===== config.mk =====
export PLATFORM = sky130hd
export DESIGN_NAME = tgef_queue
export DESIGN_NICKNAME = d
export VERILOG_FILES = /design/src/hw/rtl/tgef_pkg.sv /design/src/hw/rtl/tgef_queue.sv
export SDC_FILE = /design/constraint.sdc
export NUM_CORES = 1
export LEC_CHECK = 0
export BUFFER_PORTS_ARGS = -buffer_cell sky130_fd_sc_hd__clkbuf_2
export CAP_MARGIN = 20
export CORE_ASPECT_RATIO = 0.8
export CORE_MARGIN = 1
export CORE_UTILIZATION = 25
export CTS_CLUSTER_DIAMETER = 80
export DETAILED_ROUTE_END_ITERATION = 16
export PLACE_DENSITY = 0.44
export SLEW_MARGIN = 10
export SYNTH_ARGS = -nofsm -noshare
export SYNTH_HDL_FRONTEND = slang
export SYNTH_SLANG_ARGS = --single-unit

===== constraint.sdc =====
create_clock -name clk -period 5.8 [get_ports clk]
set_input_delay 1.45 -clock clk [delete_from_list [all_inputs] [get_ports clk]]
set_output_delay 1.45 -clock clk [all_outputs]
set_load 0.05 [all_outputs]

===== src/hw/rtl/tgef_pkg.sv =====
// ----------------------------------------------------------------------------
// tgef_pkg: shared definitions for the two-row gradient edge filter
// Field widths, register indexes, word types and the gradient function.
// ----------------------------------------------------------------------------
package tgef_pkg;

	localparam int PIX_W         = 8;
	localparam int IMG_W_BITS    = 11;
	localparam int ROW_BITS      = 16;
	localparam int CFG_IDX_W     = 2;
	localparam int CFG_VAL_W     = 16;
	localparam int MAX_WIDTH_DEF = 1024;
	localparam int MIN_WIDTH     = 2;
	localparam int WIDTH_RESET   = 640;
	localparam int HEIGHT_RESET  = 480;

	localparam logic [CFG_IDX_W-1:0] REG_IMAGE_WIDTH  = 2'd0;
	localparam logic [CFG_IDX_W-1:0] REG_IMAGE_HEIGHT = 2'd1;

	localparam int QUEUE_DEPTH = 4;
	localparam int QPTR_W      = $clog2(QUEUE_DEPTH);
	localparam int QCNT_W      = $clog2(QUEUE_DEPTH + 1);

	localparam int GRAD_W  = 12;
	localparam int SAT_MAX = 255;

	typedef struct packed {
		logic [PIX_W-1:0] pixel;
	} pixel_word_t;

	typedef struct packed {
		logic [PIX_W-1:0] magnitude;
		logic             row_end;
		logic             run_last;
	} result_word_t;

	typedef struct packed {
		logic [CFG_IDX_W-1:0] index;
		logic [CFG_VAL_W-1:0] value;
	} cfg_word_t;

	// One column's neighbourhood: left, centre and right of both rows.
	typedef struct packed {
		logic [PIX_W-1:0] pl;
		logic [PIX_W-1:0] pc;
		logic [PIX_W-1:0] pr;
		logic [PIX_W-1:0] ql;
		logic [PIX_W-1:0] qc;
		logic [PIX_W-1:0] qr;
		logic             last;
	} entry_t;

	typedef struct packed {
		logic [QCNT_W-1:0] count;
		logic              nonempty;
	} queue_status_t;

	function automatic logic [PIX_W-1:0] grad_mag(
		input logic [PIX_W-1:0] pl, input logic [PIX_W-1:0] pc, input logic [PIX_W-1:0] pr,
		input logic [PIX_W-1:0] ql, input logic [PIX_W-1:0] qc, input logic [PIX_W-1:0] qr);
		logic [GRAD_W-1:0] top_s, bot_s, lef_s, rig_s, dx, dy, ax, ay, m;
		top_s = GRAD_W'(pl) + GRAD_W'({pc, 1'b0}) + GRAD_W'(pr);
		bot_s = GRAD_W'(ql) + GRAD_W'({qc, 1'b0}) + GRAD_W'(qr);
		lef_s = GRAD_W'(pl) + GRAD_W'({pc, 1'b0}) + GRAD_W'(ql);
		rig_s = GRAD_W'(pr) + GRAD_W'({qc, 1'b0}) + GRAD_W'(qr);
		dx = top_s - bot_s;
		dy = lef_s - rig_s;
		ax = dx[GRAD_W-1] ? (~dx + GRAD_W'(1)) : dx;
		ay = dy[GRAD_W-1] ? (~dy + GRAD_W'(1)) : dy;
		m  = ax + ay;
		return (m >= GRAD_W'(SAT_MAX)) ? PIX_W'(SAT_MAX) : m[PIX_W-1:0];
	endfunction

endpackage


===== src/hw/rtl/tgef_queue.sv =====
// ----------------------------------------------------------------------------
// tgef_queue: short word queue between intake and output
// A small circular buffer of neighbourhood words with a fill count.
// ----------------------------------------------------------------------------
module tgef_queue (
	input  logic                    clk,
	input  logic                    arst_n,
	input  logic                    push,
	input  tgef_pkg::entry_t        push_entry,
	input  logic                    pop,
	output tgef_pkg::entry_t        head,
	output tgef_pkg::queue_status_t q_status
);
	import tgef_pkg::*;

	entry_t            slots_q [QUEUE_DEPTH];
	logic [QPTR_W-1:0] wr_ptr_q;
	logic [QPTR_W-1:0] rd_ptr_q;
	logic [QCNT_W-1:0] count_q;

	always_ff @(posedge clk or negedge arst_n) begin
		if (!arst_n) begin
			wr_ptr_q <= '0;
			rd_ptr_q <= '0;
			count_q  <= '0;
		end else begin
			if (push) begin
				wr_ptr_q <= wr_ptr_q + QPTR_W'(1);
			end
			if (pop) begin
				rd_ptr_q <= rd_ptr_q + QPTR_W'(1);
			end
			if (push && !pop) begin
				count_q <= count_q + QCNT_W'(1);
			end else if (pop && !push) begin
				count_q <= count_q - QCNT_W'(1);
			end
		end
	end

	always_ff @(posedge clk) begin
		if (push) begin
			slots_q[wr_ptr_q] <= push_entry;
		end
	end

	assign head              = slots_q[rd_ptr_q];
	assign q_status.count    = count_q;
	assign q_status.nonempty = (count_q != '0);

endmodule


==> impl_metrics.yaml, run 1 <==
synthesis:
  syn_area_per_cell_um2: 25.92
  synth_cell_types: 19
  synth-seq-cells: 203
  netlist_instances: 290
  yosys_warnings: 0
  syn_area_um2: 7517
  yosysSeqAreaShare_pct: 80.63
  synth.net_count: 349
cells_and_area:
  fin_cells: 807
  final_common_cell: "edfxtp_1"
  antenna_cells: 0
  post-route-util_pct: 31.22
  layout_common_cells: "196 x edfxtp_1, 105 x clkbuf_2, 48 x mux4_2"
  fillers: 2879
  finalNetCount: 474
  drive_gt1_share_pct: 46.51
  syn2layout_area_growth_pct: 22.22
setup_path:
  arrival_ps: 2580
  end_kind: "output port"
  critPathKind: "reg2out"
  crit_required_ps: 4350
  crit_fanout: 29
  worst_setup_path_start_kind: "flop"
power:
  p_leak_uw: 0.003138
  p_per_area_nw_per_um2: 592.7
  ir_drop_uv: 297.6
  total_power_uw: 5445
place:
  dp.cells: 766
  post-place-ws_ps: 2057
  dp.final_hpwl_mm: 8.777
  numPortBuffers: 105
  gp_congestion: 0.6101
floorplanning:
  io_pins: 106
  fp.dieH_um: 157.1
  die_x_um: 195.9
  dieArea_um2: 30770
  rows: 56
  initial_core_util_pct: 25.54
  core-area_um2: 29430
cts:
  cts_resized: 0
  cts.clk_slew.worst_paths_ps: 50
  clockBufferDepth: 3
  clk_latency_ps: 500
  cts_inserted_buffers: 23
  cts_tree: "yes"
  h-tree-depth: 1
  holdBufCountCts: 0
  cts.sinks: 203
  clockRootBuffer: "clkbuf_16"
  postCtsSetupRepairBufs: 0
drt:
  dr_total_vias: 3334
  drtAntennaViolNets: 0
  vias_per_cell: 4.131
  routedWlPerCell_um: 18.56
  drtPass1Iterations: 4
  first_iter_violations: 141
  wl_mm: 14.97
  drc: 0
sta:
  finClkSkew_ps: 12.15
  fin_crit_sh_pct: 69.57
  timing.final.max_slew_violations: 0
  rsz0062_at_grt: "no"
  max_slew_margin_pct: 40.88
  fmax_ghz: 0.2478
  setup_ws_ps: 1765
  setup_violations: 0
  post-route-min-period_ps: 4035
  hold_viol_final: 0
  worstMarginPinSlew_ps: 886.7
  fin_setup_tns_ps: 0
outcome:
  status: "completed"
global_routing:
  antenna_found_initial: 0
  grt-ovfl-total: 0
  grt.total_usage_pct: 10.01
  grtUsageMet1_pct: 12.25
  grt_pass1_vias: 3777
  grt_util_met2_pct: 17.49
  grt_max_degree: 49
  use_met3_pct: 2.571
  grt_pass1_wl_mm: 22.76
  grt.busiest_layer: "met2"
flow_run:
  drv_cap: 0
worst_hold_path:
  hold_class: "reg2reg"
==> worst paths after layout <==
check | from | endpoint | depth (start not counted) | slack, ps
min | count_q[2] | count_q[2] | 1 | 500
max in group asynchronous | arst_n | rd_ptr_q[0] | 1 | 4840
min reg2reg | count_q[2] | count_q[2] | 1 | 500
min in group asynchronous | arst_n | count_q[2] | 1 | 780
max reg2reg | wr_ptr_q[0] | slots_q[2][16] | 4 | 3620
max | rd_ptr_q[1] | head[6] | 3 | 1770
==> metal layers <==
metal  vias up  wire length [µm]  share of wire (%)
met3        21               771                5.1
met1      1758              6338                 42
met5         -                 0                  0
met2        79              7507                 50
met4         0               357                2.4
li1       1476                 -                  -
==> registers in the layout, indices dropped and copies added (netlist names) <==
| register | cells |
|---|---|
| count_q | 3 |
| rd_ptr_q | 2 |
| slots_q | 196 |
| wr_ptr_q | 2 |
==> Yosys cell counts <==
| cell | count | area [µm²] |
|---|---|---|
| inv_1 | 4 | 15.01 |
| and2_1 | 4 | 25.02 |
| dfrtp_1 | 7 | 175.2 |
| nand2_1 | 2 | 7.510 |
| edfxtp_1 | 196 | 5886 |
| clkbuf_1 | 1 | 3.750 |
| xnor2_1 | 2 | 17.52 |
| buf_2 | 5 | 25.02 |
| o21ai_0 | 1 | 5.000 |
| nor2_1 | 1 | 3.750 |
| buf_12 | 5 | 100.1 |
| buf_6 | 1 | 11.26 |
| fa_1 | 1 | 20.02 |
| xor2_1 | 4 | 35.03 |
| ha_1 | 5 | 62.56 |
| or3_1 | 1 | 6.260 |
| mux4_2 | 48 | 1081 |
| mux4_1 | 1 | 26.28 |
| mux2_2 | 1 | 11.26 |
==> logic make-up (layout without fill, tap and decap cells) <==
family	after synthesis	after routing	share of synthesized area, %
buffers and inverters	16	156	2.064
multiplexers	50	50	14.88
flip-flops	203	203	80.63
AND/OR/NAND/NOR	8	8	0.5659
XOR/XNOR	6	6	0.6991
adder cells (fa/ha/maj)	6	6	1.099
AO/OA/AOI/OAI	1	1	0.06651
==> critical path, cell delays in order, from the launching register on <==
cell and delay, ps:
dfrtp_2 920, buf_4 480, mux4_2 400, clkbuf_2 260
==> area by class of cell <==
class                      count  area (µm²)  area share, %
clock inverter                15       155.1          1.689
sequential                   203        6066          66.02
tap                          377       471.7          5.134
timing repair buffer         112       590.6          6.428
clock buffer                  25       583.1          6.346
inverter                       4       15.01         0.1634
multi-input combinational     71        1306          14.22
==> stage by stage <==
stage	instance area [µm²]	hold slack (ps)
finish	9188	497.5
global route	9188	524.2
CTS	9168	504.6
detailed placement	8429	494.8
global placement	8429	479.4
floorplan	7517	493.6
==> power breakdown <==
group          switching, µW  total (µW)  internal [µW]
logic                   1360        1940            580
clock network            556        1410            856
registers                167        2090           1920
(Power assumes the default switching activity.)
==> run 2, diff against run 1 <==
- clock period: 5.8 -> 4.2 ns (I/O delays scaled with it)
==> impl_metrics.yaml, run 2 (synthesized netlist as in run 1, its figures left out) <==
cts:
  cts_tree: "yes"
  clk_latency_ps: 490
  holdBufCountCts: 0
  cts.clk_slew.worst_paths_ps: 60
  postCtsSetupRepairBufs: 0
  h-tree-depth: 1
  clockRootBuffer: "clkbuf_16"
  cts.sinks: 203
  clockBufferDepth: 3
  cts_resized: 0
  cts_inserted_buffers: 21
cells_and_area:
  multi_input_area_um2: 1306
  layout_common_cells: "196 x edfxtp_1, 105 x clkbuf_2, 48 x mux4_2"
  top_regs: "slots_q x196, count_q x3"
  final_common_cell: "edfxtp_1"
  syn2layout_area_growth_pct: 21.82
  finalNetCount: 471
  antenna_cells: 0
  fillers: 2859
  final_area_um2: 9158
  largest_reg_flops: 196
  regArea_um2: 6066
  drive_gt1_share_pct: 46.48
  regMostFlops: "slots_q"
global_routing:
  grt-ovfl-total: 0
  antenna_found_initial: 0
  grt.total_usage_pct: 9.750
  grt_pass1_wl_mm: 22.15
  grt_max_degree: 30
  grt_pass1_vias: 3564
setup_path:
  crit_required_ps: 3150
  critPathLaunch: "rd_ptr_q[0]"
  slowest_stage: "dfrtp_4"
  worst_setup_path_start_kind: "flop"
  max_stage_delay_ps: 790
  r2r-end: "slots_q[0][40]"
  worst-r2r-cell-count: 4
  endpoint: "head[39]"
  critPathBufInv: 2
  worstReg2RegStart: "wr_ptr_q[0]"
  critPathTopFamily: "flip-flops"
  arrival_ps: 2450
  crit_fanout: 26
  path_depth: 3
  reg2reg_slack_ps: 2210
  end_kind: "output port"
  crit_chain: "buf_12 > mux4_2 > clkbuf_2"
  critPathKind: "reg2out"
sta:
  timing.final.max_slew_violations: 0
  max_slew_margin_pct: 45.00
  hold_viol_final: 0
  setup_ws_ps: 703.8
  finClkSkew_ps: 13.53
  fin_crit_sh_pct: 83.24
  fmax_ghz: 0.2860
  worstMarginPinSlew_ps: 825.0
  fin_setup_tns_ps: 0
  rsz0062_at_grt: "no"
  post-route-min-period_ps: 3496
  setup_violations: 0
place:
  numPortBuffers: 105
  placed_area_um2: 8504
  gp_congestion: 0.6597
  dp.final_hpwl_mm: 8.656
  post-place-ws_ps: 1127
drt:
  first_iter_violations: 135
  drtPass1Iterations: 4
  routedWlPerCell_um: 18.41
  dr_total_vias: 3338
  wl_mm: 14.78
  vias_per_cell: 4.157
  drtAntennaViolNets: 0
  drc: 0
floorplanning:
  rows: 56
  initial_core_util_pct: 25.54
  dieArea_um2: 30770
  die_x_um: 195.9
  core-area_um2: 29430
  fp.dieH_um: 157.1
  io_pins: 106
power:
  p_seq_share_pct: 39.1
  p_switching_uw: 2839
  ir_drop_uv: 362.1
  total_power_uw: 7356
  intPower_uw: 4516
  p_per_area_nw_per_um2: 803.3
  clock_power_share_pct: 23.8
  comb_power_share_pct: 37.1
  p_leak_uw: 0.003122
  swShare_pct: 38.60
flow_run:
  drv_cap: 0
worst_hold_path:
  hold_class: "in2async"
outcome:
  status: "completed"
[run 2: power by group through the flow]
stage	sequential, µW	clock (µW)	combinational (µW)
floorplan	2830	0	2250
detailed placement	2930	0	2800
global placement	2920	0	2790
global route	2930	1880	2880
finish	2870	1750	2730
CTS	2890	1810	2800
[run 2: worst reg2reg max path, delay by kind of cell (launching register included)]
kind / cells / cell delay, ps
adder cells (fa/ha/maj): 1 / 150
AND/OR/NAND/NOR: 1 / 640
buffers and inverters: 2 / 440
flip-flops: 1 / 430
[run 2: final cells by class]
| class | count | share of cell area [%] |
|---|---|---|
| clock buffers | 27 | 6.312 |
| clock inverters | 10 | 0.8198 |
| inverters | 4 | 0.1640 |
| multi-input cells | 71 | 14.26 |
| flip-flops and latches | 203 | 66.24 |
| well taps | 377 | 5.151 |
| repair buffers | 111 | 7.050 |
[run 2: stage by stage]
step | hold WS, ps | instances | utilization [%]
final | 383.5 | 803 | 31.12
after global routing | 371.3 | 803 | 31.12
after detailed placement | 490.1 | 766 | 28.90
after global placement | 487.5 | 766 | 28.90
after floorplan | 493.6 | 290 | -
after CTS | 366.1 | 803 | 31.12
[run 2: metal layers]
metal  wire length, µm  up-vias  share of wire [%]  global-route usage, %
met5                 0        -                  0                      0
met4               386        0                2.6                  2.939
met3               627       25                4.2                  2.271
met2              7491       74                 51                  17.29
met1              6275     1763                 42                  11.82
li1                  -     1476                  -                      -
[run 2: worst min path at each step]
stage | start | end | slack (ps) | cells past startpoint
floorplan | wr_ptr_q[0] | wr_ptr_q[0] | 490 | 1
global placement | count_q[2] | count_q[2] | 490 | 1
detailed placement | count_q[2] | count_q[2] | 490 | 1
CTS | arst_n | wr_ptr_q[1] | 370 | 1
global route | arst_n | wr_ptr_q[1] | 370 | 1
finish | arst_n | wr_ptr_q[1] | 380 | 1
