## config.mk

```make
export PLATFORM = sky130hd
export DESIGN_NAME = tgef_back_flat
export DESIGN_NICKNAME = d
export VERILOG_FILES = /design/src/hw/rtl/tgef_pkg.sv /design/src/hw/rtl/tgef_stream_if.sv /design/src/hw/rtl/tgef_back.sv /design/src/flat_wrapper.sv
export SDC_FILE = /design/constraint.sdc
export NUM_CORES = 1
export LEC_CHECK = 0
export ABC_AREA = 1
export BUFFER_PORTS_ARGS = -buffer_cell sky130_fd_sc_hd__buf_4
export CAP_MARGIN = 40
export CORE_MARGIN = 2
export CORE_UTILIZATION = 18
export DETAILED_ROUTE_END_ITERATION = 16
export PLACE_DENSITY = 0.72
export REMOVE_ABC_BUFFERS = 1
export SYNTH_ARGS = -nofsm -noshare
export SYNTH_HDL_FRONTEND = slang
export SYNTH_SLANG_ARGS = --single-unit
```

## constraint.sdc

```tcl
create_clock -name clk -period 1.1 [get_ports clk]
set_input_delay 0.11 -clock clk [delete_from_list [all_inputs] [get_ports clk]]
set_output_delay 0.11 -clock clk [all_outputs]
set_load 0.01 [all_outputs]
```

## src/hw/rtl/tgef_pkg.sv

```systemverilog
// ----------------------------------------------------------------------------
// tgef_pkg: shared definitions for the two-row gradient edge filter
// Field widths, register indexes, word types and the gradient function.
// ----------------------------------------------------------------------------
package tgef_pkg;

	localparam int PIX_W         = 8;
	localparam int IMG_W_BITS    = 11;
	localparam int ROW_BITS      = 16;
	localparam int CFG_IDX_W     = 2;
	localparam int CFG_VAL_W     = 16;
	localparam int MAX_WIDTH_DEF = 1024;
	localparam int MIN_WIDTH     = 2;
	localparam int WIDTH_RESET   = 640;
	localparam int HEIGHT_RESET  = 480;

	localparam logic [CFG_IDX_W-1:0] REG_IMAGE_WIDTH  = 2'd0;
	localparam logic [CFG_IDX_W-1:0] REG_IMAGE_HEIGHT = 2'd1;

	localparam int QUEUE_DEPTH = 4;
	localparam int QPTR_W      = $clog2(QUEUE_DEPTH);
	localparam int QCNT_W      = $clog2(QUEUE_DEPTH + 1);

	localparam int GRAD_W  = 12;
	localparam int SAT_MAX = 255;

	typedef struct packed {
		logic [PIX_W-1:0] pixel;
	} pixel_word_t;

	typedef struct packed {
		logic [PIX_W-1:0] magnitude;
		logic             row_end;
		logic             run_last;
	} result_word_t;

	typedef struct packed {
		logic [CFG_IDX_W-1:0] index;
		logic [CFG_VAL_W-1:0] value;
	} cfg_word_t;

	// One column's neighbourhood: left, centre and right of both rows.
	typedef struct packed {
		logic [PIX_W-1:0] pl;
		logic [PIX_W-1:0] pc;
		logic [PIX_W-1:0] pr;
		logic [PIX_W-1:0] ql;
		logic [PIX_W-1:0] qc;
		logic [PIX_W-1:0] qr;
		logic             last;
	} entry_t;

	typedef struct packed {
		logic [QCNT_W-1:0] count;
		logic              nonempty;
	} queue_status_t;

	function automatic logic [PIX_W-1:0] grad_mag(
		input logic [PIX_W-1:0] pl, input logic [PIX_W-1:0] pc, input logic [PIX_W-1:0] pr,
		input logic [PIX_W-1:0] ql, input logic [PIX_W-1:0] qc, input logic [PIX_W-1:0] qr);
		logic [GRAD_W-1:0] top_s, bot_s, lef_s, rig_s, dx, dy, ax, ay, m;
		top_s = GRAD_W'(pl) + GRAD_W'({pc, 1'b0}) + GRAD_W'(pr);
		bot_s = GRAD_W'(ql) + GRAD_W'({qc, 1'b0}) + GRAD_W'(qr);
		lef_s = GRAD_W'(pl) + GRAD_W'({pc, 1'b0}) + GRAD_W'(ql);
		rig_s = GRAD_W'(pr) + GRAD_W'({qc, 1'b0}) + GRAD_W'(qr);
		dx = top_s - bot_s;
		dy = lef_s - rig_s;
		ax = dx[GRAD_W-1] ? (~dx + GRAD_W'(1)) : dx;
		ay = dy[GRAD_W-1] ? (~dy + GRAD_W'(1)) : dy;
		m  = ax + ay;
		return (m >= GRAD_W'(SAT_MAX)) ? PIX_W'(SAT_MAX) : m[PIX_W-1:0];
	endfunction

endpackage

```

## src/hw/rtl/tgef_stream_if.sv

```systemverilog
// ----------------------------------------------------------------------------
// tgef_stream_if: valid/ready channel
// Carries one word of the given type per handshake.
// ----------------------------------------------------------------------------
interface tgef_stream_if #(parameter type T = logic) ();
	logic valid;
	logic ready;
	T     data;

	modport source (output valid, output data, input ready);
	modport sink   (input valid, input data, output ready);
endinterface

```

## src/hw/rtl/tgef_back.sv

```systemverilog
// ----------------------------------------------------------------------------
// tgef_back: gradient evaluation and result output
// Turns each queued word into its result and, at the end of a row, a second
// result for the last column, held in an output register.
// ----------------------------------------------------------------------------
module tgef_back (
	input  logic                    clk,
	input  logic                    arst_n,
	input  tgef_pkg::entry_t        head,
	input  tgef_pkg::queue_status_t q_status,
	output logic                    pop,
	tgef_stream_if.source           results
);
	import tgef_pkg::*;

	typedef enum logic [1:0] {
		PH_MAIN = 2'b01,
		PH_TAIL = 2'b10
	} phase_t;

	phase_t           phase_q, phase_next;
	logic             res_valid_q;
	result_word_t     res_data_q;
	logic             slot_free;
	logic             work;
	logic [PIX_W-1:0] a_pl, a_pc, a_pr, a_ql, a_qc, a_qr;
	logic             row_end;
	logic             run_last;

	assign slot_free = !res_valid_q || results.ready;
	assign work      = q_status.nonempty && slot_free;

	always_comb begin
		pop        = 1'b0;
		phase_next = phase_q;
		a_pl       = head.pl;
		a_pc       = head.pc;
		a_pr       = head.pr;
		a_ql       = head.ql;
		a_qc       = head.qc;
		a_qr       = head.qr;
		row_end    = 1'b0;
		run_last   = !head.last;
		unique case (phase_q)
			PH_MAIN: begin
				if (work) begin
					if (head.last) begin
						phase_next = PH_TAIL;
					end else begin
						pop = 1'b1;
					end
				end
			end
			PH_TAIL: begin
				// The last column sees blank padding to its right.
				a_pl     = head.pc;
				a_pc     = head.pr;
				a_pr     = '0;
				a_ql     = head.qc;
				a_qc     = head.qr;
				a_qr     = '0;
				row_end  = 1'b1;
				run_last = 1'b1;
				if (work) begin
					pop        = 1'b1;
					phase_next = PH_MAIN;
				end
			end
			default: phase_next = PH_MAIN;
		endcase
	end

	always_ff @(posedge clk or negedge arst_n) begin
		if (!arst_n) begin
			phase_q     <= PH_MAIN;
			res_valid_q <= 1'b0;
		end else begin
			phase_q <= phase_next;
			if (work) begin
				res_valid_q <= 1'b1;
			end else if (results.ready) begin
				res_valid_q <= 1'b0;
			end
		end
	end

	always_ff @(posedge clk) begin
		if (work) begin
			res_data_q <= '{magnitude: grad_mag(a_pl, a_pc, a_pr, a_ql, a_qc, a_qr),
				row_end: row_end, run_last: run_last};
		end
	end

	assign results.valid = res_valid_q;
	assign results.data  = res_data_q;

endmodule

```

## src/flat_wrapper.sv

```systemverilog
// flat-port wrapper written by rule: the top's interface ports become plain ports
module tgef_back_flat import tgef_pkg::*;
  (clk, arst_n, head, q_status, pop, results_valid, results_data, results_ready);
  tgef_stream_if results_i ();
  input  logic clk;
  input  logic arst_n;
  input  tgef_pkg::entry_t head;
  input  tgef_pkg::queue_status_t q_status;
  output logic pop;
  output wire logic [$bits(results_i.valid)-1:0] results_valid;
  output wire logic [$bits(results_i.data)-1:0] results_data;
  input wire logic [$bits(results_i.ready)-1:0] results_ready;
  assign results_valid = results_i.valid;
  assign results_data = results_i.data;
  assign results_i.ready = results_ready;
  tgef_back u_core (.clk(clk), .arst_n(arst_n), .head(head), .q_status(q_status), .pop(pop), .results(results_i));
endmodule
```

==> metrics.csv, run 1 <==
metric,value,unit
Final Hold Vio Count,0,
clock latency at the later pin of the worst-skew pair,0.23,ns
Clock Root Buffer,clkbuf_4,
DRT Wirelength,580,um
pwr/cell area,2120,nW/um2
Die W,40.2,um
Die Span Y,40.2,um
fin. max-slew vios,0,
CTS sink count,4,
"slowest stage cell, crit path",dfstp_2,
"Seq/Total Area, Yosys",0.452,
TritonCTS clock tree,yes,
Layout area overhead,84.0,%
leakage,0.212,nW
starting density of the core,0.188,
Worst EP required,0.99,ns
run status,"finished, violations left",
met1 Usage GRT,0.0500,
area of the core,1250,um2
routed len/inst,9.83,um
worst path cell trace,inv_2 > ha_4 > a211oi_2 > buf_4,
slew margin rel.,0.899,
Antenna Nets Post-Route,0,
met3 GRT Util,0.0167,
clock tree buffer depth,2,
RSZ-0062 raised after global routing,true,
Max Cap Violations,0,
DPL Wire Length,434,um
"Min Clock Period, post-route",1.43,ns
Die Area,1610,um2
CTS H-tree lvls,1,
area of the mapped netlist,235,um2
endpoints failing setup,4,
Critical Path AT,1.32,ns
vias,229,
placed instance count,52,
crit path kind,flop to primary output,
area fraction of the dominant cell type after synthesis,0.213,
first drt pass iteration count,2,
final period utilization,1.30,
Final Wtd Congestion,0.662,
total clock buffers created by CTS,3,
Worst-path clk slew,0.03,ns
worst hold path type,input port to flop,
final setup margin,-0.335,ns
Via-to-Cell Ratio,3.88,
CP endpoint kind,primary output,
Rows,13,
worst slew pin tran,0.151,ns
hold_sp,head[0],
cell accounting for the most synthesized area,dfrtp_1,
fin nets,103,
crit path launch,u_core.phase_q[0],
CP Max Fanout,3,
Ant. Diodes,0,
Global Route Usage Sum,0.0876,
vias in the first global route,228,
Yosys warnings,0,
Worst R2R Start,u_core.phase_q[0],
Cells after Synth,28,
antenna violations before repair,0,
CP peak stage delay,0.56,ns
first-pass GRT wire length,834,um
DRC,0,
grt total ovfl,0,
"Most Used Layer, Global Route",met2,
Hold WS,0.148,ns
M2 GR Usage,0.185,
dominant cells by area after synthesis,"dfrtp_1 (21%), edfxtp_1 (13%), dfstp_2 (11%)",
syn_area_per_cell,8.40,um2
f_max,697,MHz
Clock Skews,0.00568,ns
startpoint types,flop,
Tot Pwr,0.918,mW
# IOs,59,
synth unique cells,11,
"flops & latches, synth",4,
DR iter-0 viols,3,
pin count of the biggest net entering global routing,4,
port bufs,7,
Total Neg Setup Slack,-0.441,ns
non-filler instance count after layout,59,
violated checks,setup timing,
share of cells above drive strength 1,0.705,
Final Util,0.346,
peak supply drop,346,uV
cell usage in the layout, fill, tap and decap left out, types with 2 or more instances in the layout:
cell type	synthesis	layout
buf_4	0	10
clkbuf_4	0	3
ha_4	0	2
inv_1	6	2
inv_2	1	4
nand2_1	7	5
nand2_2	3	4
nand3_1	3	2
path summary, 6_finish.rpt:
kind,end,slack (ns),cells after the start
hold reg to reg,u_core.results.valid,0.55,2
setup reg to reg,u_core.phase_q[0],-0.06,7
min in group asynchronous,u_core.results.valid,0.20,2
setup / recovery,pop,-0.33,4
max in group asynchronous,u_core.phase_q[0],0.71,2
hold / removal,u_core.phase_q[1],0.15,3
critical path, delay by kind of cell (launching register included):
family | cells | cell delay [ns]
compound gates | 1 | 0.14
fa+ha+maj | 1 | 0.20
buf+inv | 2 | 0.20
flops | 1 | 0.56
metrics by stage:
step           area (um2)  worst slack, ns
6_report              433           -0.335
5_1_grt               433           -0.392
4_1_cts               424           -0.340
3_5_place_dp          322           -0.212
3_3_place_gp          322           -0.194
2_1_floorplan         235           -0.191
routing by layer:
layer	vias to the layer above	routed length [um]
met5	-	0
met4	0	0
met2	5	355
li1	116	-
met1	108	206
met3	0	17
cell families (layout without fill, tap and decap cells):
| kind of cell | count (synthesis) | count (layout) | synth area share |
|---|---|---|---|
| buf+inv | 7 | 23 | 0.112 |
| simple gates | 14 | 14 | 0.298 |
| flops | 4 | 4 | 0.452 |
| compound gates | 1 | 1 | 0.0319 |
| fa+ha+maj | 2 | 2 | 0.106 |
final cells by class:
class,count,area [um2]
inverters,7,28.8
repair buffers,12,96.3
flip-flops and latches,4,108
clock buffers,4,26.3
fillers,129,820
multi-input cells,17,155
well taps,15,18.8
flip-flops by register name, summed over array words and instances, names as in the netlist:
| name | count |
|---|---|
| u_core.phase_q | 2 |
| u_core.results.valid | 1 |
| u_core.results.data | 1 |
cells in the mapped netlist:
library cell,number
dfrtp_1,2
inv_2,1
inv_1,6
edfxtp_1,1
dfstp_2,1
nand2_2,3
a211oi_1,1
nand3_2,1
nand3_1,3
nand2_1,7
ha_1,2
power by group:
group          total, mW  switching, mW  internal [mW]
Clock              0.197         0.0604          0.136
Sequential         0.253         0.0441          0.209
Combinational      0.468          0.226          0.242
Total              0.918          0.330          0.588
timing repair:
action	in CTS	in global routing
endpoints found under the hold margin	3	0
pin swaps	5	0
setup endpoints to repair	4	4
buffers inserted	1	1
gates resized for setup	15	1
gates cloned	0	0
hold buffers	1	0
(Power assumes the default switching activity.)
==> run 2, diff against run 1 <==
CORE_MARGIN = 3   (was 2)
==> run 2 against run 1 <==
The run still ends with setup timing left. Combinational power is 2% lower. Utilization grew 1.7 points. Via count up 0.44%. Worst setup slack lost 0.0038 ns. Highest routed layer unchanged. Critical endpoint unchanged. Register-to-register slack lost 0.02 ns.
==> metrics.csv, run 2 (synthesized netlist as in run 1, its figures left out) <==
metric,value,unit,change
Via-to-Cell Ratio,4.04,,was 3.88
port bufs,7,,unchanged
pwr/cell area,2160,nW/um2,was 2120 nW/um2
starting density of the core,0.201,,was 0.188
vias,230,,was 229
worst slew pin tran,0.151,ns,about the same
Reg power frac,0.279,,was 0.276
CTS sink count,4,,unchanged
multi-input logic area,155,um2,unchanged
f_max,695,MHz,was 697 MHz
Sw Pwr,0.334,mW,was 0.330 mW
DRC,0,,unchanged
Clock Root Buffer,clkbuf_4,,unchanged
"setup slack, reg-to-reg",-0.08,ns,was -0.06 ns
Clock Skews,0.0129,ns,was 0.00568 ns
total clock buffers created by CTS,3,,unchanged
"most common cell after layout, fill and taps aside",buf_4,,unchanged
worst reg2reg path depth,7,,unchanged
hold endpoint,u_core.results.data,,was u_core.phase_q[1]
Combinational Power Share,0.499,,was 0.510
Net Sw Frac,0.365,,was 0.360
Final Wtd Congestion,0.671,,was 0.662
"Min Clock Period, post-route",1.44,ns,was 1.43 ns
hold depth,2,,was 3
Worst EP required,0.99,ns,about the same
fin nets,102,,was 103
clock tree buffer depth,2,,unchanged
Ant. Diodes,0,,unchanged
Clk pwr share,0.221,,was 0.214
clock latency at the later pin of the worst-skew pair,0.24,ns,was 0.23 ns
routed len/inst,10.1,um,was 9.83 um
leakage,0.207,nW,was 0.212 nW
vias in the first global route,235,,was 228
first-pass GRT wire length,979,um,was 834 um
Global Route Usage Sum,0.0806,,was 0.0876
peak supply drop,695,uV,was 346 uV
Antenna Nets Post-Route,0,,unchanged
Final Util,0.362,,was 0.346
first drt pass iteration count,4,,was 2
Die Area,1780,um2,was 1610 um2
crit path kind,flop to primary output,,unchanged
hold_sp,head[0],,unchanged
Layout fillers,127,,was 129
worst hold path type,input port to flop,,unchanged
endpoints failing setup,4,,unchanged
Worst R2R Start,u_core.phase_q[0],,unchanged
CP endpoint kind,primary output,,unchanged
Critical Path AT,1.33,ns,was 1.32 ns
most frequent cells in the layout,"buf_4 (9), nand2_1 (5), inv_2 (4), nand2_2 (4), clkbuf_4 (3)",,"was buf_4 (10), nand2_1 (5), inv_2 (4), nand2_2 (4), clkbuf_4 (3)"
pre-CTS setup slack,-0.216,ns,was -0.212 ns
pin count of the biggest net entering global routing,4,,unchanged
DRT Wirelength,576,um,was 580 um
grt total ovfl,0,,unchanged
area of the core,1170,um2,was 1250 um2
Final Hold Vio Count,0,,unchanged
run status,"finished, violations left",,unchanged
slew margin rel.,0.899,,about the same
final period utilization,1.31,,was 1.30
final setup margin,-0.339,ns,was -0.335 ns
startpoint types,flop,,unchanged
TritonCTS clock tree,yes,,unchanged
Die W,42.2,um,was 40.2 um
number of flip-flops in the largest register,2,,unchanged
fin. max-slew vios,0,,unchanged
CTS H-tree lvls,1,,unchanged
Worst-path clk slew,0.05,ns,was 0.03 ns
worst reg2reg endpoint,u_core.phase_q[0],,unchanged
Rows,12,,was 13
CP Max Fanout,3,,unchanged
Reg area,108,um2,unchanged
Layout area overhead,80.3,%,was 84.0%
# IOs,59,,unchanged
antenna violations before repair,0,,unchanged
Die Span Y,42.2,um,was 40.2 um
Biggest register,u_core.phase_q,,unchanged
violated checks,setup timing,,unchanged
DR iter-0 viols,6,,was 3
Max Cap Violations,0,,unchanged
Total Neg Setup Slack,-0.454,ns,was -0.441 ns
RSZ-0062 raised after global routing,true,,unchanged
share of cells above drive strength 1,0.698,,was 0.705
Pint,0.582,mW,was 0.588 mW
-- run 2: what timing repair did --
| action | in CTS | in global routing |
|---|---|---|
| setup endpoints to repair | 4 | 4 |
| gates resized for setup | 16 | 1 |
| buffers inserted | 2 | 1 |
| pin swaps | 6 | 1 |
| endpoints found under the hold margin | 3 | 0 |
| hold buffers | 1 | 0 |
-- run 2: cell type report --
class                      count  share of cell area
timing repair buffer          11               0.209
sequential                     4               0.254
clock buffer                   4              0.0619
multi-input combinational     17               0.366
inverter                       7              0.0678
tap                           14              0.0413
-- run 2: how the worst max path moves through the flow --
stage	start	endpoint	slack, ns	cells past startpoint
2_1_floorplan	u_core.phase_q[0]	pop	-0.19	3
3_3_place_gp	u_core.phase_q[0]	pop	-0.20	4
3_5_place_dp	u_core.phase_q[0]	pop	-0.22	4
4_1_cts	u_core.phase_q[0]	pop	-0.34	4
5_1_grt	u_core.phase_q[0]	pop	-0.41	4
6_report	u_core.phase_q[0]	pop	-0.34	4
-- run 2: per-layer routing --
metal  GRT usage  vias up  share of wire  routed length (um)
li1            -      117              -                   -
met1      0.0711      103           0.35                 203
met2       0.133       10           0.55                 317
met3      0.0773        0          0.095                  55
met4      0.0186        0              0                   0
met5           0        -              0                   0
-- run 2: critical path, stage by stage (launching register included) --
cell and delay, ns:
dfstp_2 0.56, inv_2 0.05, ha_4 0.20, a211oi_2 0.14, buf_4 0.15
-- run 2: metrics by stage --
stage                     total power, mW  cells  hold WS (ns)  area, um2
after global routing                0.997     57         0.148        424
after detailed placement            0.522     51       -0.0994        320
final                               0.916     57         0.145        424
after floorplan                     0.405     28        -0.186        235
after CTS                           0.912     57         0.141        424
after global placement              0.510     51       -0.0975        320
-- run 2: power groups by stage --
| stage | clock network, mW | registers, mW | logic (mW) |
|---|---|---|---|
| floorplan | 0 | 0.233 | 0.172 |
| global placement | 0 | 0.232 | 0.278 |
| detailed placement | 0 | 0.237 | 0.286 |
| CTS | 0.210 | 0.257 | 0.445 |
| global route | 0.220 | 0.261 | 0.516 |
| finish | 0.203 | 0.256 | 0.458 |
==> run 3, diff against run 2 <==
PLACE_DENSITY = 0.77   (was 0.72)
==> run 3 against run 2 <==
The run still ends with setup timing left. Die area unchanged. Flip-flop and latch count is the same. Via count shrank 0.87%. Clock skew decreased by 0.0033 ns. Worst hold slack got worse by 0.024 ns. Sequential share of layout area is 0.87 points lower. First-iteration DRC count fell by 83%. Sequential power about the same. Wire length rose by 2.1%. Global-route usage down 0.93 points. Critical path depth stayed put. Non-clock buffer count rose by 1. Critical endpoint unchanged. Largest cell class unchanged.
==> metrics.csv, run 3 (synthesized netlist as in run 1, its figures left out) <==
metric,value,unit,change
Clock Skews,0.00964,ns,was 0.0129 ns
first-pass GRT wire length,897,um,was 979 um
worst slew pin tran,0.148,ns,was 0.151 ns
Antenna Nets Post-Route,0,,unchanged
Biggest register,u_core.phase_q,,unchanged
Reg power frac,0.272,,was 0.279
total clock buffers created by CTS,3,,unchanged
Final Hold Vio Count,0,,unchanged
most frequent cells in the layout,"buf_4 (10), inv_2 (4), nand2_2 (4), nand2_1 (4), clkbuf_4 (3)",,"was buf_4 (9), nand2_1 (5), inv_2 (4), nand2_2 (4), clkbuf_4 (3)"
run status,"finished, violations left",,unchanged
fin nets,103,,was 102
vias,228,,was 230
area of the core,1170,um2,unchanged
Sw Pwr,0.344,mW,was 0.334 mW
Final Util,0.375,,was 0.362
# IOs,59,,unchanged
leakage,0.213,nW,was 0.207 nW
Final Wtd Congestion,0.778,,was 0.671
endpoints failing setup,4,,unchanged
TritonCTS clock tree,yes,,unchanged
routed len/inst,10.1,um,about the same
peak supply drop,507,uV,was 695 uV
clock tree buffer depth,2,,unchanged
pwr/cell area,2130,nW/um2,was 2160 nW/um2
Critical Path AT,1.32,ns,was 1.33 ns
Worst EP required,0.99,ns,about the same
Die W,42.2,um,unchanged
Worst-path clk slew,0.04,ns,was 0.05 ns
"Min Clock Period, post-route",1.43,ns,was 1.44 ns
hold_sp,head[0],,unchanged
DRC,0,,unchanged
final period utilization,1.30,,was 1.31
clock latency at the later pin of the worst-skew pair,0.24,ns,about the same
Net Sw Frac,0.369,,was 0.365
"most common cell after layout, fill and taps aside",buf_4,,unchanged
Hold WS,0.121,ns,was 0.145 ns
Die Area,1780,um2,unchanged
Clock Root Buffer,clkbuf_4,,unchanged
pin count of the biggest net entering global routing,4,,unchanged
crit path kind,flop to primary output,,unchanged
starting density of the core,0.201,,unchanged
final setup margin,-0.335,ns,was -0.339 ns
crit path launch,u_core.phase_q[0],,unchanged
fin. max-slew vios,0,,unchanged
CP endpoint kind,primary output,,unchanged
Max Cap Violations,0,,unchanged
Total Neg Setup Slack,-0.508,ns,was -0.454 ns
slew margin rel.,0.901,,was 0.899
CTS sink count,4,,unchanged
startpoint types,flop,,unchanged
Via-to-Cell Ratio,3.93,,was 4.04
vias in the first global route,227,,was 235
Die Span Y,42.2,um,unchanged
Combinational Power Share,0.517,,was 0.499
DR iter-0 viols,1,,was 6
DRT Wirelength,588,um,was 576 um
CP Max Fanout,3,,unchanged
antenna violations before repair,0,,unchanged
violated checks,setup timing,,unchanged
RSZ-0062 raised after global routing,true,,unchanged
share of cells above drive strength 1,0.727,,was 0.698
CTS H-tree lvls,1,,unchanged
Clk pwr share,0.211,,was 0.221
grt total ovfl,0,,unchanged
number of flip-flops in the largest register,2,,unchanged
Pint,0.589,mW,was 0.582 mW
Global Route Usage Sum,0.0712,,was 0.0806
DPL Wire Length,371,um,
Rows,12,,unchanged
Worst R2R Start,u_core.phase_q[0],,unchanged
port bufs,7,,unchanged
f_max,697,MHz,was 695 MHz
Layout area overhead,86.7,%,was 80.3%
worst hold path type,input port to flop,,unchanged
first drt pass iteration count,2,,was 4
Ant. Diodes,0,,unchanged
[run 3: changes by cell type in the layout (fill, tap and decap cells not counted), sizes merged]
cell	delta
buf	+1
[run 3: final timing paths]
check	to	slack, ns	cells after the start
max	pop	-0.33	4
max reg2reg	u_core.phase_q[0]	-0.10	7
min	u_core.phase_q[1]	0.12	3
max in group asynchronous	u_core.phase_q[0]	0.71	2
min in group asynchronous	u_core.phase_q[1]	0.19	2
min reg2reg	u_core.phase_q[0]	0.52	2
[run 3: metrics by stage]
step / instances / setup WS (ns) / power (mW) / instance area, um2
global route: 58 / -0.421 / 1.02 / 439
floorplan: 28 / -0.191 / 0.405 / 235
detailed placement: 51 / -0.241 / 0.523 / 320
CTS: 56 / -0.352 / 0.787 / 377
finish: 58 / -0.335 / 0.934 / 439
global placement: 51 / -0.206 / 0.510 / 320
[run 3: cell type report]
class / instances / area [um2]
Tap cell: 14 / 17.5
Multi-Input combinational cell: 17 / 163
Inverter: 7 / 28.8
Timing Repair Buffer: 12 / 96.3
Sequential cell: 4 / 108
Fill cell: 119 / 732
Clock buffer: 4 / 26.3
[run 3: what timing repair did]
action / 4_1_cts / 5_1_grt
setup buffers: 0 / 3
cloned: 0 / 0
pin swaps: 2 / 7
resized for setup: 4 / 14
hold endpoints to repair: 3 / 0
endpoints found under the setup margin: 4 / 4
hold buffers: 1 / 0
[run 3: worst max-delay path, stage by stage, from the launching register on]
cell and delay (ns):
dfstp_2 0.56, inv_2 0.06, ha_4 0.21, a211oi_2 0.13, buf_4 0.14
[run 3: power groups by stage]
stage,combinational (mW),clock [mW],sequential [mW]
floorplan,0.172,0,0.233
global placement,0.278,0,0.233
detailed placement,0.288,0,0.236
CTS,0.337,0.210,0.240
global route,0.541,0.215,0.261
finish,0.482,0.197,0.254
[run 3: routing by layer]
metal	GRT usage	share of wire	vias to the layer above
met5	0	0	-
met4	0.0559	0	0
met3	0.0429	0.061	0
met2	0.102	0.55	7
met1	0.0746	0.38	105
li1	-	-	116
